### src/hdl/hexd_pkg.sv
// Shared types, constants and hex helpers for the inline hex escape decoder.
// No dependencies; imported by every module of the block.
`timescale 1ns / 1ps

package hexd_pkg;

  localparam logic [7:0] BSLASH   = 8'h5C;
  localparam logic [7:0] LETTER_X = 8'h78;

  // Most result bytes one input byte can release.
  localparam int GRP_SLOTS = 4;
  localparam int GRP_CNT_W = $clog2(GRP_SLOTS + 1);
  localparam int GRP_IDX_W = $clog2(GRP_SLOTS);

  // Result group produced by one input byte. Only slot 0 can be flagged.
  typedef struct packed {
    logic [GRP_CNT_W-1:0]           n;
    logic [GRP_SLOTS-1:0][7:0]      bytes;
    logic                           mal;
    logic                           last;
  } hexd_grp_t;

  function automatic logic hex_ok(input logic [7:0] b);
    logic dig, lc, uc;
    dig = (b >= 8'h30) && (b <= 8'h39);
    lc  = (b >= 8'h61) && (b <= 8'h66);
    uc  = (b >= 8'h41) && (b <= 8'h46);
    return dig || lc || uc;
  endfunction

  // Valid only where hex_ok holds; letters map via low nibble + 9.
  function automatic logic [3:0] hex_nib(input logic [7:0] b);
    logic [3:0] v;
    if (b[6]) begin
      v = b[3:0] + 4'd9;
    end else begin
      v = b[3:0];
    end
    return v;
  endfunction

endpackage

### src/hdl/hexd_scan.sv
// Input register and escape scanner: holds the pending escape state and
// turns one input byte into a group of up to four result bytes. Uses hexd_pkg.
`timescale 1ns / 1ps

module hexd_scan (
  input  logic               clk,
  input  logic               rst,
  input  logic               in_valid,
  input  logic [7:0]         in_byte,
  input  logic               in_last,
  output logic               in_stall,
  input  logic               can_load,
  output logic               load,
  output hexd_pkg::hexd_grp_t grp
);
  import hexd_pkg::*;

  logic       in_full;
  logic [7:0] cur_byte;
  logic       cur_last;
  logic [1:0] cnt;
  logic [7:0] held2;
  logic [1:0] cnt_next;
  logic [7:0] held2_next;
  logic       take;
  logic       is_bs;
  logic       is_hex;

  assign is_bs  = (cur_byte == BSLASH);
  assign is_hex = hex_ok(cur_byte);

  always_comb begin
    grp        = '0;
    cnt_next   = cnt;
    held2_next = held2;
    grp.last   = cur_last;
    if (cur_last && (cnt != 2'd3)) begin
      // string ends before an escape can complete: pass everything through
      cnt_next = 2'd0;
      unique case (cnt)
        2'd0: begin
          grp.bytes[0] = cur_byte;
          grp.n        = GRP_CNT_W'(1);
        end
        2'd1: begin
          grp.bytes[0] = BSLASH;
          grp.bytes[1] = cur_byte;
          grp.n        = GRP_CNT_W'(2);
        end
        default: begin
          grp.bytes[0] = BSLASH;
          grp.bytes[1] = LETTER_X;
          grp.bytes[2] = cur_byte;
          grp.n        = GRP_CNT_W'(3);
        end
      endcase
    end else begin
      unique case (cnt)
        2'd0: begin
          if (is_bs) begin
            cnt_next = 2'd1;
          end else begin
            grp.bytes[0] = cur_byte;
            grp.n        = GRP_CNT_W'(1);
          end
        end
        2'd1: begin
          if (cur_byte == LETTER_X) begin
            cnt_next = 2'd2;
          end else begin
            grp.bytes[0] = BSLASH;
            if (is_bs) begin
              grp.n    = GRP_CNT_W'(1);
              cnt_next = 2'd1;
            end else begin
              grp.bytes[1] = cur_byte;
              grp.n        = GRP_CNT_W'(2);
              cnt_next     = 2'd0;
            end
          end
        end
        2'd2: begin
          if (is_hex) begin
            cnt_next   = 2'd3;
            held2_next = cur_byte;
          end else begin
            grp.bytes[0] = BSLASH;
            grp.mal      = 1'b1;
            grp.bytes[1] = LETTER_X;
            if (is_bs) begin
              grp.n    = GRP_CNT_W'(2);
              cnt_next = 2'd1;
            end else begin
              grp.bytes[2] = cur_byte;
              grp.n        = GRP_CNT_W'(3);
              cnt_next     = 2'd0;
            end
          end
        end
        default: begin
          cnt_next = 2'd0;
          if (is_hex) begin
            grp.bytes[0] = {hex_nib(held2), hex_nib(cur_byte)};
            grp.n        = GRP_CNT_W'(1);
          end else begin
            grp.bytes[0] = BSLASH;
            grp.mal      = 1'b1;
            grp.bytes[1] = LETTER_X;
            grp.bytes[2] = held2;
            if (is_bs && !cur_last) begin
              grp.n    = GRP_CNT_W'(3);
              cnt_next = 2'd1;
            end else begin
              // a trailing backslash at end of string is flushed here too
              grp.bytes[3] = cur_byte;
              grp.n        = GRP_CNT_W'(4);
            end
          end
        end
      endcase
    end
  end

  // Groups with no bytes retire without touching the output side.
  assign take     = in_full && ((grp.n == '0) || can_load);
  assign load     = in_full && (grp.n != '0) && can_load;
  assign in_stall = in_full && !take;

  always_ff @(posedge clk) begin
    if (rst) begin
      in_full <= 1'b0;
      cnt     <= 2'd0;
    end else begin
      if (!in_stall) begin
        in_full <= in_valid;
      end
      if (take) begin
        cnt <= cnt_next;
      end
    end
    if (in_valid && !in_stall) begin
      cur_byte <= in_byte;
      cur_last <= in_last;
    end
    if (take) begin
      held2 <= held2_next;
    end
  end

endmodule

### src/hdl/hexd_emit.sv
// Result register bank: holds one group of result bytes and hands them out
// one byte per cycle while out_stall is low. Uses hexd_pkg.
`timescale 1ns / 1ps

module hexd_emit (
  input  logic                clk,
  input  logic                rst,
  input  logic                load,
  input  hexd_pkg::hexd_grp_t grp_in,
  output logic                can_load,
  output logic                out_valid,
  output logic [7:0]          out_byte,
  output logic                malformed,
  output logic                out_last,
  input  logic                out_stall
);
  import hexd_pkg::*;

  hexd_grp_t            grp;
  logic [GRP_CNT_W-1:0] rem;
  logic [GRP_IDX_W-1:0] idx;
  logic                 pop;

  assign out_valid = (rem != '0);
  assign pop       = out_valid && !out_stall;
  // room for a new group when empty or once the last pending byte leaves this cycle
  assign can_load  = (rem == '0) || ((rem == GRP_CNT_W'(1)) && !out_stall);

  assign out_byte  = grp.bytes[idx];
  assign malformed = grp.mal && (idx == '0);
  assign out_last  = grp.last && (rem == GRP_CNT_W'(1));

  always_ff @(posedge clk) begin
    if (rst) begin
      rem <= '0;
      idx <= '0;
    end else if (load) begin
      rem <= grp_in.n;
      idx <= '0;
    end else if (pop) begin
      rem <= rem - GRP_CNT_W'(1);
      idx <= idx + GRP_IDX_W'(1);
    end
    if (load) begin
      grp <= grp_in;
    end
  end

endmodule

### src/hdl/inline_hex_escape_decoder.sv
// Top level of the inline hex escape decoder: scanner feeding the result bank.
// Depends on hexd_pkg, hexd_scan and hexd_emit.
`timescale 1ns / 1ps

//  channel  signals                                   handshake
//  input    in_byte, in_last                          in_valid / in_stall
//  output   out_byte, malformed, out_last             out_valid / out_stall
//
// Plain bytes pass the input register, then the result bank, one per cycle
// while out_stall is low. A failed or cut-off escape yields up to four bytes,
// sent from the bank one per cycle unless stalled; the input register stalls
// until the bank drains. Bytes held inside an escape produce nothing until
// the escape resolves. rst is synchronous, active high; it drops any pending
// escape and results. out_stall reaches in_stall through the bank's load check.
module inline_hex_escape_decoder (
  input  logic       clk,
  input  logic       rst,
  input  logic       in_valid,
  input  logic [7:0] in_byte,
  input  logic       in_last,
  output logic       in_stall,
  output logic       out_valid,
  output logic [7:0] out_byte,
  output logic       malformed,
  output logic       out_last,
  input  logic       out_stall
);
  import hexd_pkg::*;

  hexd_grp_t grp;
  logic      load;
  logic      can_load;

  hexd_scan u_scan (
    .clk      (clk),
    .rst      (rst),
    .in_valid (in_valid),
    .in_byte  (in_byte),
    .in_last  (in_last),
    .in_stall (in_stall),
    .can_load (can_load),
    .load     (load),
    .grp      (grp)
  );

  hexd_emit u_emit (
    .clk       (clk),
    .rst       (rst),
    .load      (load),
    .grp_in    (grp),
    .can_load  (can_load),
    .out_valid (out_valid),
    .out_byte  (out_byte),
    .malformed (malformed),
    .out_last  (out_last),
    .out_stall (out_stall)
  );

endmodule

### config.mk
export PLATFORM = sky130hd
export DESIGN_NAME = inline_hex_escape_decoder
export DESIGN_NICKNAME = d
export VERILOG_FILES = /design/src/hdl/hexd_pkg.sv /design/src/hdl/hexd_scan.sv /design/src/hdl/hexd_emit.sv /design/src/hdl/inline_hex_escape_decoder.sv
export SDC_FILE = /design/constraint.sdc
export NUM_CORES = 1
export LEC_CHECK = 0
export BUFFER_PORTS_ARGS = -buffer_cell sky130_fd_sc_hd__buf_2
export CORE_UTILIZATION = 50
export DETAILED_ROUTE_END_ITERATION = 6
export HOLD_SLACK_MARGIN = 0.1
export PLACE_DENSITY_LB_ADDON = 0.15
export SLEW_MARGIN = 20
export SYNTH_ARGS = -nofsm -noshare
export SYNTH_HDL_FRONTEND = slang
export SYNTH_SLANG_ARGS = --single-unit
### constraint.sdc
create_clock -name clk -period 4.72 [get_ports clk]
set_input_delay 0.708 -clock clk [delete_from_list [all_inputs] [get_ports clk]]
set_output_delay 0.708 -clock clk [all_outputs]
set_load 0.05 [all_outputs]
==> qor.log, run 1 <==
INFO  setup_path     crit_end=in_stall
INFO  sta            worst_hold_slack=0.5458ns
INFO  setup_path     longest_individual_stage_delay_on_the_worst_path=0.53ns
INFO  setup_path     critPathArrivalTime=2.90ns
INFO  floorplanning  start_util=0.5164
INFO  global_routing first_global_vias=1,965
INFO  clocking       cts_tree=built
INFO  power          switching_share=0.3434
INFO  layout         leading_cell_type_in_the_layout_fill_and_taps_excluded=edfxtp_1
INFO  routing        firstDrtPassIters=4
INFO  clocking       cts.sink_count=59
INFO  floorplanning  row_count=29
INFO  clocking       clockRootBuffer=clkbuf_8
INFO  layout         antennaDiodeCount=0
INFO  power          pwr-share-comb=0.280
INFO  routing        ant_nets=0
INFO  yosys          synth_cell_types=61
INFO  yosys          multiplexer_area_fraction_after_synthesis=0.06754
INFO  clocking       cts.htree.levels=3
INFO  layout         layout-drive-gt1-share=0.2059
INFO  setup_path     start_to_end_type_of_the_worst_setup_path=flop to output pin
INFO  floorplanning  die-area=6848um^2
INFO  setup_path     timing.critical_path.from=u_scan.cur_byte[0]
INFO  yosys          simple_logic_cell_fraction_of_the_synthesized_area=0.1608
INFO  setup_path     r2r-end=u_scan.cur_byte[1]
INFO  routing        dr_wl_met2=3.079mm
INFO  global_routing initial_antenna_violation_count=0
INFO  status         run_status=finished, final reports clean
INFO  power          total_power=0.001700W
INFO  power          seqPwrFrac=0.432
INFO  yosys          synth_top_family_by_area=simple AND/OR/NAND/NOR gates
INFO  sta            worst-slew-pin-transition=0.7587ns
INFO  sta            slew_violations=0
INFO  routing        dr.max_layer_used=met4
INFO  yosys          synth-edff-count=51
INFO  global_routing grt.total_usage=0.2155
INFO  sta            finalCritPeriodShare=0.7643
INFO  clocking       post_cts_buffers=0
INFO  setup_path     reg2regPathDepth=10
INFO  setup_path     critPathMaxFanout=12
INFO  yosys          gate_count_of_the_mapped_netlist=279
INFO  yosys          synth_top_area_frac=0.4697
INFO  yosys          yosys_warnings=0
INFO  layout         area_delta_synth_final=11.51%
INFO  yosys          ys_seq_elements=59
INFO  layout         finalNetCount=329
INFO  sta            setup-tns-final=0ns
INFO  hold_path      hold_path.class=input pin to flop
INFO  clocking       post_cts_resize_count=0
INFO  power          power.internal=0.001116W
INFO  routing        met3WireLength=359um
INFO  yosys          synth_compound_gate_area_share=0.1397
INFO  sta            final-setup-viol-count=0
INFO  setup_path     cp_data_required_time=4.01ns
INFO  yosys          synth_top_flop_cell=edfxtp_1
INFO  clocking       holdBufCountCts=0
INFO  floorplanning  die_height=82.76um
INFO  global_routing first_pass_grt_wire_length=10.36mm
INFO  setup_path     setup.reg_to_reg.worst_slack=1.61ns
INFO  yosys          synth_top_area_cell=edfxtp_1
INFO  floorplanning  coreArea=6314um^2
INFO  yosys          synthArstFlopShare=0
INFO  setup_path     startpoint_type=flop
INFO  sta            finalHoldViolations=0
INFO  power          p_per_area=467.5nW/um^2
INFO  power          leakagePower=1.365nW
INFO  power          worst_ir_drop_vdd=0.3255mV
INFO  setup_path     endpoint_kind=output pin
INFO  routing        route.layer.met1.wl=3.051mm
INFO  routing        drt_iter0_markers=196
INFO  power          switching_component_of_the_power=0.0005837W
INFO  yosys          postSynthNetCount=307
INFO  sta            max_freq=277.2MHz
INFO  clocking       clock_insertion_delay_worst_skew=0.34ns
INFO  yosys          synthesis.area_per_instance=11.69um^2
INFO  setup_path     critical_path_cell_count=9
INFO  clocking       clock_path_buffers=2
INFO  setup_path     timing.critical_path.max_delay_family=simple AND/OR/NAND/NOR gates
INFO  setup_path     crit-reg2reg-launch=u_scan.cur_byte[0]
INFO  routing        detailroute.via_count=2,209
INFO  clocking       tritoncts.num_buffers=9
INFO  sta            finalClockSkew=0.007602ns
INFO  floorplanning  die_x=82.76um
INFO  sta            timing.final.crit_period=3.608ns
INFO  sta            slew_headroom=0.4931
INFO  sta            rsz0062_at_grt=no
INFO  floorplanning  ioPinCount=25
INFO  yosys          synth_seq_area_share=0.5188
INFO  job            max_cap_violations=0
INFO  place          io_buffer_count=24
INFO  yosys          synth_top_cells_by_area=edfxtp_1, ha_1, mux4_2
INFO  setup_path     cpMaxStageDelayCell=edfxtp_1
INFO  routing        wl=6.586mm
INFO  clocking       clk_transition_reported_paths=0.06ns
INFO  power          share_clk_of_total_power=0.289
INFO  layout         final_cell_mix=edfxtp_1, nand2_1, buf_2
INFO  routing        viasPerCell=5.768
INFO  yosys          synth_area_in_adders=0.05756
INFO  setup_path     worst-path-buf-inv=2
INFO  setup_path     timing.critical_path.cells=inv_1, ha_1, and4b_4, nand4b_4, or2_1, a22oi_2, a21oi_2, nor3_2, buf_2
INFO  routing        drcViolationCount=0
INFO  global_routing pin_count_of_the_biggest_net_entering_global_routing=38
INFO  place          post-dp-hpwl=4.602mm
INFO  global_routing grt_overflow_total=0
INFO  yosys          synth_area=3261um^2
INFO  routing        avgRoutedWirePerCell=17.20um
INFO  place          gp_congestion=0.8700
INFO  yosys          synthXorXnorAreaFrac=0.01880
worst min-delay path by stage:
stage | start | endpoint | cells after the start
3_5_place_dp | u_scan.held2[4] | u_emit.grp[22] | 1
6_report | in_byte[5] | u_scan.cur_byte[5] | 1
5_1_grt | in_last | u_scan.cur_last | 1
2_1_floorplan | u_scan.cur_byte[5] | u_scan.held2[5] | 0
3_3_place_gp | u_scan.held2[4] | u_emit.grp[22] | 1
4_1_cts | in_last | u_scan.cur_last | 1
sequential cells by signal, summed over array words and instances (netlist names):
name / flops
u_scan.in_full: 1
u_scan.cur_last: 1
u_scan.cur_byte: 8
u_scan.held2: 8
u_scan.cnt: 2
u_emit.rem: 3
u_emit.grp: 34
u_emit.idx: 2
Yosys cell counts, types with 7 or more instances:
master	n
inv_1	12
dfxtp_1	8
nor3_1	8
ha_1	15
a21oi_1	14
edfxtp_1	51
o21ai_0	10
clkbuf_1	10
and2_1	14
nor2_1	20
nand2_1	30
nand3_1	7
a22o_1	8
mux4_2	8
power by group through the flow:
stage / clock (W) / sequential, W / combinational (W)
finish: 0.000491 / 0.000734 / 0.000475
global route: 0.000523 / 0.000748 / 0.000520
CTS: 0.000503 / 0.000736 / 0.000478
detailed placement: 0 / 0.000747 / 0.000475
global placement: 0 / 0.000742 / 0.000472
floorplan: 0 / 0.000701 / 0.000422
area by class of cell:
| cell class | count | area (um^2) |
|---|---|---|
| clock buffers | 11 | 131.4 |
| inverters | 12 | 45.04 |
| repair buffers | 27 | 142.6 |
| well taps | 77 | 96.34 |
| clock inverters | 5 | 77.57 |
| multi-input cells | 192 | 1451 |
| flip-flops and latches | 59 | 1692 |
| fillers | 524 | 2678 |
kinds of logic after synthesis:
group / Yosys count
and+or+nand+nor: 98
muxes: 11
DFF: 59
xor gates and xnor gates: 7
buffers and inverters: 28
adders and majority gates: 15
AOI/OAI and AO/OA: 61
per-layer routing:
layer,global-route usage,up-vias
li1,-,1072
met1,0.2896,1056
met2,0.3213,74
met3,0.06374,7
met4,0.09310,0
met5,0,-
per-stage QoR:
stage,util,setup WS [ns],cells,instance area (um^2)
final,0.5759,1.112,383,3636
after global routing,0.5759,0.8920,383,3636
after CTS,0.5759,1.096,383,3636
after detailed placement,0.5428,1.486,367,3427
after global placement,0.5428,1.548,367,3427
after floorplan,-,1.022,279,3261
No activity file was read; power rests on OpenSTA's default activity.
==> run 2, diff against run 1 <==
- clock period: 4.72 -> 3.3 ns (I/O delays scaled with it)
==> qor.log, run 2 (same netlist as run 1, synthesis figures left out) <==
INFO  sta            final-setup-viol-count=0 [unchanged]
INFO  global_routing grt_overflow_total=0 [unchanged]
INFO  setup_path     timing.critical_path.cells=inv_1, ha_1, and4b_4, nand4b_4, or2_4, a22oi_2, a21oi_2, nor3_4, buf_6
INFO  setup_path     longest_individual_stage_delay_on_the_worst_path=0.38ns [-0.15 ns]
INFO  global_routing first_global_vias=2,034 [+3.5%]
INFO  hold_path      min_to=u_scan.cur_byte[3]
INFO  setup_path     setup.reg_to_reg.worst_slack=0.55ns [-1.06 ns]
INFO  hold_path      min_delay_src=in_byte[3]
INFO  floorplanning  ioPinCount=25 [unchanged]
INFO  clocking       post_cts_buffers=0 [unchanged]
INFO  power          worst_ir_drop_vdd=0.4493mV [+38%]
INFO  setup_path     endpoint_kind=output pin
INFO  place          io_buffer_count=24 [unchanged]
INFO  setup_path     r2r-end=u_scan.held2[1]
INFO  sta            slew_violations=0 [unchanged]
INFO  setup_path     start_to_end_type_of_the_worst_setup_path=flop to output pin
INFO  clocking       clock_insertion_delay_worst_skew=0.34ns [about the same]
INFO  power          switching_share=0.3538 [+0.01040]
INFO  routing        drcViolationCount=0 [unchanged]
INFO  clocking       cts_tree=built
INFO  power          p_per_area=646.0nW/um^2 [+38%]
INFO  layout         finalNetCount=335 [+1.8%]
INFO  sta            setup-tns-final=0ns [unchanged]
INFO  floorplanning  die_x=82.76um [unchanged]
INFO  power          power.internal=0.001538W [+38%]
INFO  floorplanning  coreArea=6314um^2 [unchanged]
INFO  global_routing first_pass_grt_wire_length=9.949mm [-3.9%]
INFO  hold_path      hold_path.class=input pin to flop
INFO  place          place_area=3485um^2 [+1.7%]
INFO  global_routing initial_antenna_violation_count=0 [unchanged]
INFO  clocking       cts.htree.levels=3 [unchanged]
INFO  global_routing grt.total_usage=0.2073 [-0.008166]
INFO  setup_path     cpMaxStageDelayCell=edfxtp_1
INFO  clocking       cts.sink_count=59 [unchanged]
INFO  power          seqPwrFrac=0.436 [+0.004]
INFO  layout         leading_cell_type_in_the_layout_fill_and_taps_excluded=edfxtp_1
INFO  layout         antennaDiodeCount=0 [unchanged]
INFO  job            max_cap_violations=0 [unchanged]
INFO  sta            worst-slew-pin-transition=0.6862ns [-0.07252 ns]
INFO  sta            slew_headroom=0.5404 [+0.04725]
INFO  hold_path      worst_hold_path.num_cells=1 [unchanged]
INFO  layout         utilization=0.5834 [+0.007530]
INFO  clocking       clk_transition_reported_paths=0.07ns [about the same]
INFO  layout         largest_register_by_flop_count=u_emit.grp
INFO  routing        ant_nets=0 [unchanged]
INFO  layout         final_cell_area=3684um^2 [+1.3%]
INFO  layout         final_cell_mix=edfxtp_1, nand2_1, buf_2
INFO  routing        wl=6.393mm [-2.9%]
INFO  routing        detailroute.via_count=2,206 [-0.14%]
INFO  setup_path     critPathMaxFanout=12 [unchanged]
INFO  setup_path     cp_data_required_time=2.80ns [-1.21 ns]
INFO  power          pwr-share-comb=0.303 [+0.023]
INFO  clocking       holdBufCountCts=0 [unchanged]
INFO  floorplanning  row_count=29 [unchanged]
INFO  routing        drt_iter0_markers=144 [-27%]
INFO  clocking       tritoncts.num_buffers=9 [unchanged]
INFO  setup_path     critPathArrivalTime=2.61ns [-0.29 ns]
INFO  power          leakagePower=1.394nW [+2.1%]
INFO  power          switching_component_of_the_power=0.0008419W [+44%]
INFO  setup_path     reg2regPathDepth=8 [-2]
INFO  place          gp_congestion=0.8681 [-0.22%]
INFO  layout         num-fill-cells=541 [+3.2%]
INFO  sta            max_freq=322.5MHz
INFO  routing        firstDrtPassIters=5 [+1]
INFO  layout         area_delta_synth_final=12.97%
INFO  clocking       clockRootBuffer=clkbuf_8
INFO  clocking       clock_path_buffers=2 [unchanged]
INFO  global_routing pin_count_of_the_biggest_net_entering_global_routing=38 [unchanged]
INFO  setup_path     crit-reg2reg-launch=u_scan.cur_byte[2]
INFO  floorplanning  die-area=6848um^2 [unchanged]
INFO  sta            finalCritPeriodShare=0.9396
INFO  setup_path     startpoint_type=flop
INFO  power          share_clk_of_total_power=0.262 [-0.027]
INFO  sta            finalClockSkew=0.005848ns [-0.001754 ns]
INFO  floorplanning  die_height=82.76um [unchanged]
INFO  sta            rsz0062_at_grt=no
INFO  status         run_status=finished, final reports clean
INFO  floorplanning  start_util=0.5164 [unchanged]
INFO  sta            timing.final.crit_period=3.101ns
INFO  layout         largest_register_ffs=34 [unchanged]
INFO  layout         layout-drive-gt1-share=0.2244 [+0.01848]
INFO  routing        viasPerCell=5.671 [-1.7%]
INFO  routing        avgRoutedWirePerCell=16.43um [-4.4%]
INFO  place          post-dp-hpwl=4.493mm [-2.4%]
INFO  sta            finalHoldViolations=0 [unchanged]
INFO  layout         largestRegisters=u_emit.grp (34), u_scan.cur_byte (8), u_scan.held2 (8)
run 2: through the flow:
step	hold WS (ns)	power (W)	worst slack [ns]	cells
finish	0.3251	0.002380	0.1995	389
global route	0.3105	0.002522	0.02725	389
CTS	0.3107	0.002387	0.06563	389
detailed placement	0.5392	0.001765	0.4416	373
global placement	0.5238	0.001760	0.4799	373
floorplan	0.4206	0.001604	0.2002	279
run 2: worst max-delay path by stage:
stage	startpoint	end	slack, ns	cells after the start
after detailed placement	u_scan.cur_byte[0]	in_stall	0.44	9
after global placement	u_scan.cur_byte[0]	in_stall	0.48	9
after global routing	u_scan.cur_byte[1]	in_stall	0.03	9
after CTS	u_scan.cur_byte[0]	in_stall	0.07	9
after floorplan	u_scan.cur_byte[0]	u_emit.grp[0]	0.20	8
final	u_scan.cur_byte[0]	in_stall	0.20	9
run 2: power by group through the flow:
stage,logic [W],registers (W),clock network (W)
floorplan,0.000604,0.00100,0
CTS,0.000712,0.00104,0.000636
global placement,0.000710,0.00105,0
global route,0.000800,0.00106,0.000668
detailed placement,0.000711,0.00105,0
finish,0.000720,0.00104,0.000623
run 2: area by class of cell:
cell class	count	area, um^2	area share
tap	77	96.34	0.02615
inverter	12	45.04	0.01223
clock buffer	10	127.6	0.03465
clock inverter	6	56.30	0.01529
sequential	59	1692	0.4592
timing repair buffer	33	206.4	0.05605
multi-input combinational	192	1460	0.3964
run 2: repair_timing:
action | CTS | global route
endpoints found under the hold margin | 0 | 0
setup endpoints to repair | 0 | 1
resized for setup | 0 | 5
run 2: per-layer routing:
layer | track usage | wire (um)
met1 | 0.2725 | 2983
met2 | 0.3172 | 2860
met3 | 0.06484 | 410
met4 | 0.08276 | 139
met5 | 0 | 0
run 2: critical path: cells and delay by family (launching register included):
kind            cells  cell delay [ns]
buf+inv             2             0.28
compound gates      2             0.38
flops               1             0.38
simple gates        4             1.04
fa+ha+maj           1             0.19
==> run 3, diff against run 2 <==
- CORE_UTILIZATION: 50 -> 40
==> qor.log, run 3 (same netlist as run 1, synthesis figures left out) <==
INFO  setup_path     timing.critical_path.max_delay_family=compound AO/OA/AOI/OAI gates
INFO  global_routing grt_overflow_total=0 [unchanged]
INFO  sta            max_freq=328.4MHz [+1.8%]
INFO  floorplanning  ioPinCount=25 [unchanged]
INFO  power          total_power=0.002366W [-0.56%]
INFO  layout         antennaDiodeCount=0 [unchanged]
INFO  clocking       cts.sink_count=59 [unchanged]
INFO  global_routing grt.total_usage=0.1703 [-0.03695]
INFO  floorplanning  die-area=8517um^2 [+24%]
INFO  place          post-place-cells=397 [+6.4%]
INFO  place          post-dp-hpwl=4.783mm [+6.4%]
INFO  power          worst_ir_drop_vdd=0.2404mV [-47%]
INFO  power          p_per_area=634.6nW/um^2 [-1.8%]
INFO  clocking       clockRootBuffer=clkbuf_8
INFO  routing        avgRoutedWirePerCell=15.96um [-2.9%]
INFO  floorplanning  row_count=32 [+10%]
INFO  setup_path     longest_individual_stage_delay_on_the_worst_path=0.62ns [+0.24 ns]
INFO  sta            slew_headroom=0.5005 [-0.03989]
INFO  clocking       cts_tree=built
INFO  clocking       cts.htree.levels=3 [unchanged]
INFO  setup_path     critPathArrivalTime=2.55ns [-0.06 ns]
INFO  setup_path     worst-path-buf-inv=1 [-1]
INFO  clocking       tritoncts.num_buffers=9 [unchanged]
INFO  sta            rsz0062_at_grt=no
INFO  layout         layout-drive-gt1-share=0.2286 [+0.004212]
INFO  status         run_status=finished, final reports clean
INFO  sta            finalCritPeriodShare=0.9227 [-0.01683]
INFO  routing        wl=6.654mm [+4.1%]
INFO  floorplanning  start_util=0.4176 [-0.09882]
INFO  clocking       clk_transition_reported_paths=0.06ns [about the same]
INFO  layout         largest_register_by_flop_count=u_emit.grp
INFO  sta            worst-slew-pin-transition=0.7458ns [+0.05956 ns]
INFO  setup_path     critPathMaxFanout=13 [+1]
INFO  floorplanning  coreArea=7807um^2 [+24%]
INFO  clocking       clock_insertion_delay_worst_skew=0.33ns [about the same]
INFO  floorplanning  die_height=92.29um [+12%]
INFO  place          io_buffer_count=24 [unchanged]
INFO  layout         finalNetCount=338 [+0.90%]
INFO  setup_path     cp_data_required_time=2.80ns [about the same]
INFO  layout         final_cell_mix=edfxtp_1, nand2_1, buf_2
INFO  setup_path     startpoint_type=flop
INFO  sta            slew_violations=0 [unchanged]
INFO  sta            timing.final.crit_period=3.045ns [-0.05553 ns]
INFO  global_routing initial_antenna_violation_count=0 [unchanged]
INFO  sta            setup-tns-final=0ns [unchanged]
INFO  layout         area_delta_synth_final=14.35%
INFO  setup_path     start_to_end_type_of_the_worst_setup_path=flop to output pin
INFO  global_routing first_global_vias=2,144 [+5.4%]
INFO  power          leakagePower=1.396nW [+0.17%]
INFO  setup_path     endpoint_kind=output pin
INFO  clocking       holdBufCountCts=0 [unchanged]
INFO  clocking       clock_path_buffers=2 [unchanged]
INFO  routing        drt_iter0_markers=124 [-14%]
INFO  hold_path      hold_path.class=input pin to flop
INFO  routing        drcViolationCount=0 [unchanged]
INFO  setup_path     cpMaxStageDelayCell=edfxtp_1
INFO  global_routing pin_count_of_the_biggest_net_entering_global_routing=38 [unchanged]
INFO  setup_path     timing.critical_path.cells=o21bai_1, a21oi_1, a31o_1, a31oi_4, a21oi_2, nor3_2, buf_4
INFO  routing        firstDrtPassIters=4 [-1]
INFO  routing        viasPerCell=5.324 [-6.1%]
INFO  sta            worst_hold_slack=0.3331ns [+0.008032 ns]
INFO  global_routing first_pass_grt_wire_length=10.91mm [+9.6%]
INFO  sta            finalClockSkew=0.005981ns [+0.0001333 ns]
INFO  place          gp_congestion=0.8353 [-3.8%]
INFO  sta            finalHoldViolations=0 [unchanged]
INFO  floorplanning  die_x=92.29um [+12%]
INFO  layout         largest_register_ffs=34 [unchanged]
INFO  routing        ant_nets=0 [unchanged]
INFO  layout         count_of_non_filler_cells_in_the_finished_layout=417 [+7.2%]
INFO  layout         leading_cell_type_in_the_layout_fill_and_taps_excluded=edfxtp_1
INFO  job            max_cap_violations=0 [unchanged]
INFO  sta            final-setup-viol-count=0 [unchanged]
INFO  routing        detailroute.via_count=2,220 [+0.63%]
INFO  layout         largestRegisters=u_emit.grp (34), u_scan.cur_byte (8), u_scan.held2 (8)
==> run 3: cell types whose count changed in the layout (fill, tap and decap cells not counted), sizes merged <==
cell / change
clkinv: -2
clkbuf: +1
buf: +3
clkinvlp: +1
==> run 3: stage by stage <==
step,util,worst slack (ns),area [um^2]
2_1_floorplan,-,0.2002,3263
6_report,0.4776,0.2550,3729
3_3_place_gp,0.4494,0.4818,3508
5_1_grt,0.4776,0.07054,3729
4_1_cts,0.4731,0.06521,3694
3_5_place_dp,0.4494,0.4306,3508
==> run 3: final timing paths <==
kind                        endpoint  cells after the start                from  slack, ns
hold / removal    u_scan.cur_byte[5]                      1          in_byte[5]       0.33
setup / recovery            in_stall                      7  u_scan.cur_byte[2]       0.25
setup reg to reg     u_scan.held2[7]                      8  u_scan.cur_byte[2]       0.58
hold reg to reg       u_emit.grp[25]                      1     u_scan.held2[7]       0.55
==> run 3: where the power goes <==
| part | internal (W) | switching, W | total (W) |
|---|---|---|---|
| clock | 0.000345 | 0.000273 | 0.000618 |
| sequential | 0.000947 | 0.0000947 | 0.00104 |
| combinational | 0.000243 | 0.000464 | 0.000707 |
==> run 3: worst register-to-register path, stage by stage, from the launching register on <==
cell and delay, ns:
edfxtp_1 0.62, o21bai_1 0.26, a21oi_1 0.23, a31o_1 0.34, a31oi_4 0.14, a21oi_2 0.32
nor2_1 0.12, nor3_1 0.19, buf_4 0.21
==> run 3: area by class of cell <==
type	instances	area, um^2
multi-input combinational	192	1454
clock inverter	5	53.80
fill	724	4079
timing repair buffer	36	225.2
inverter	12	45.04
tap	102	127.6
sequential	59	1692
clock buffer	11	131.4
==> run 3: what timing repair did <==
action                     4_1_cts  5_1_grt
buffers inserted                 0        4
setup endpoints to repair        0        1
resized for setup                0        3
==> run 3: per-layer routing <==
metal  part of all wire  GRT usage
met5                  0          0
met2               0.46     0.2525
met4              0.016    0.06510
met1               0.47     0.2372
met3              0.052    0.04561
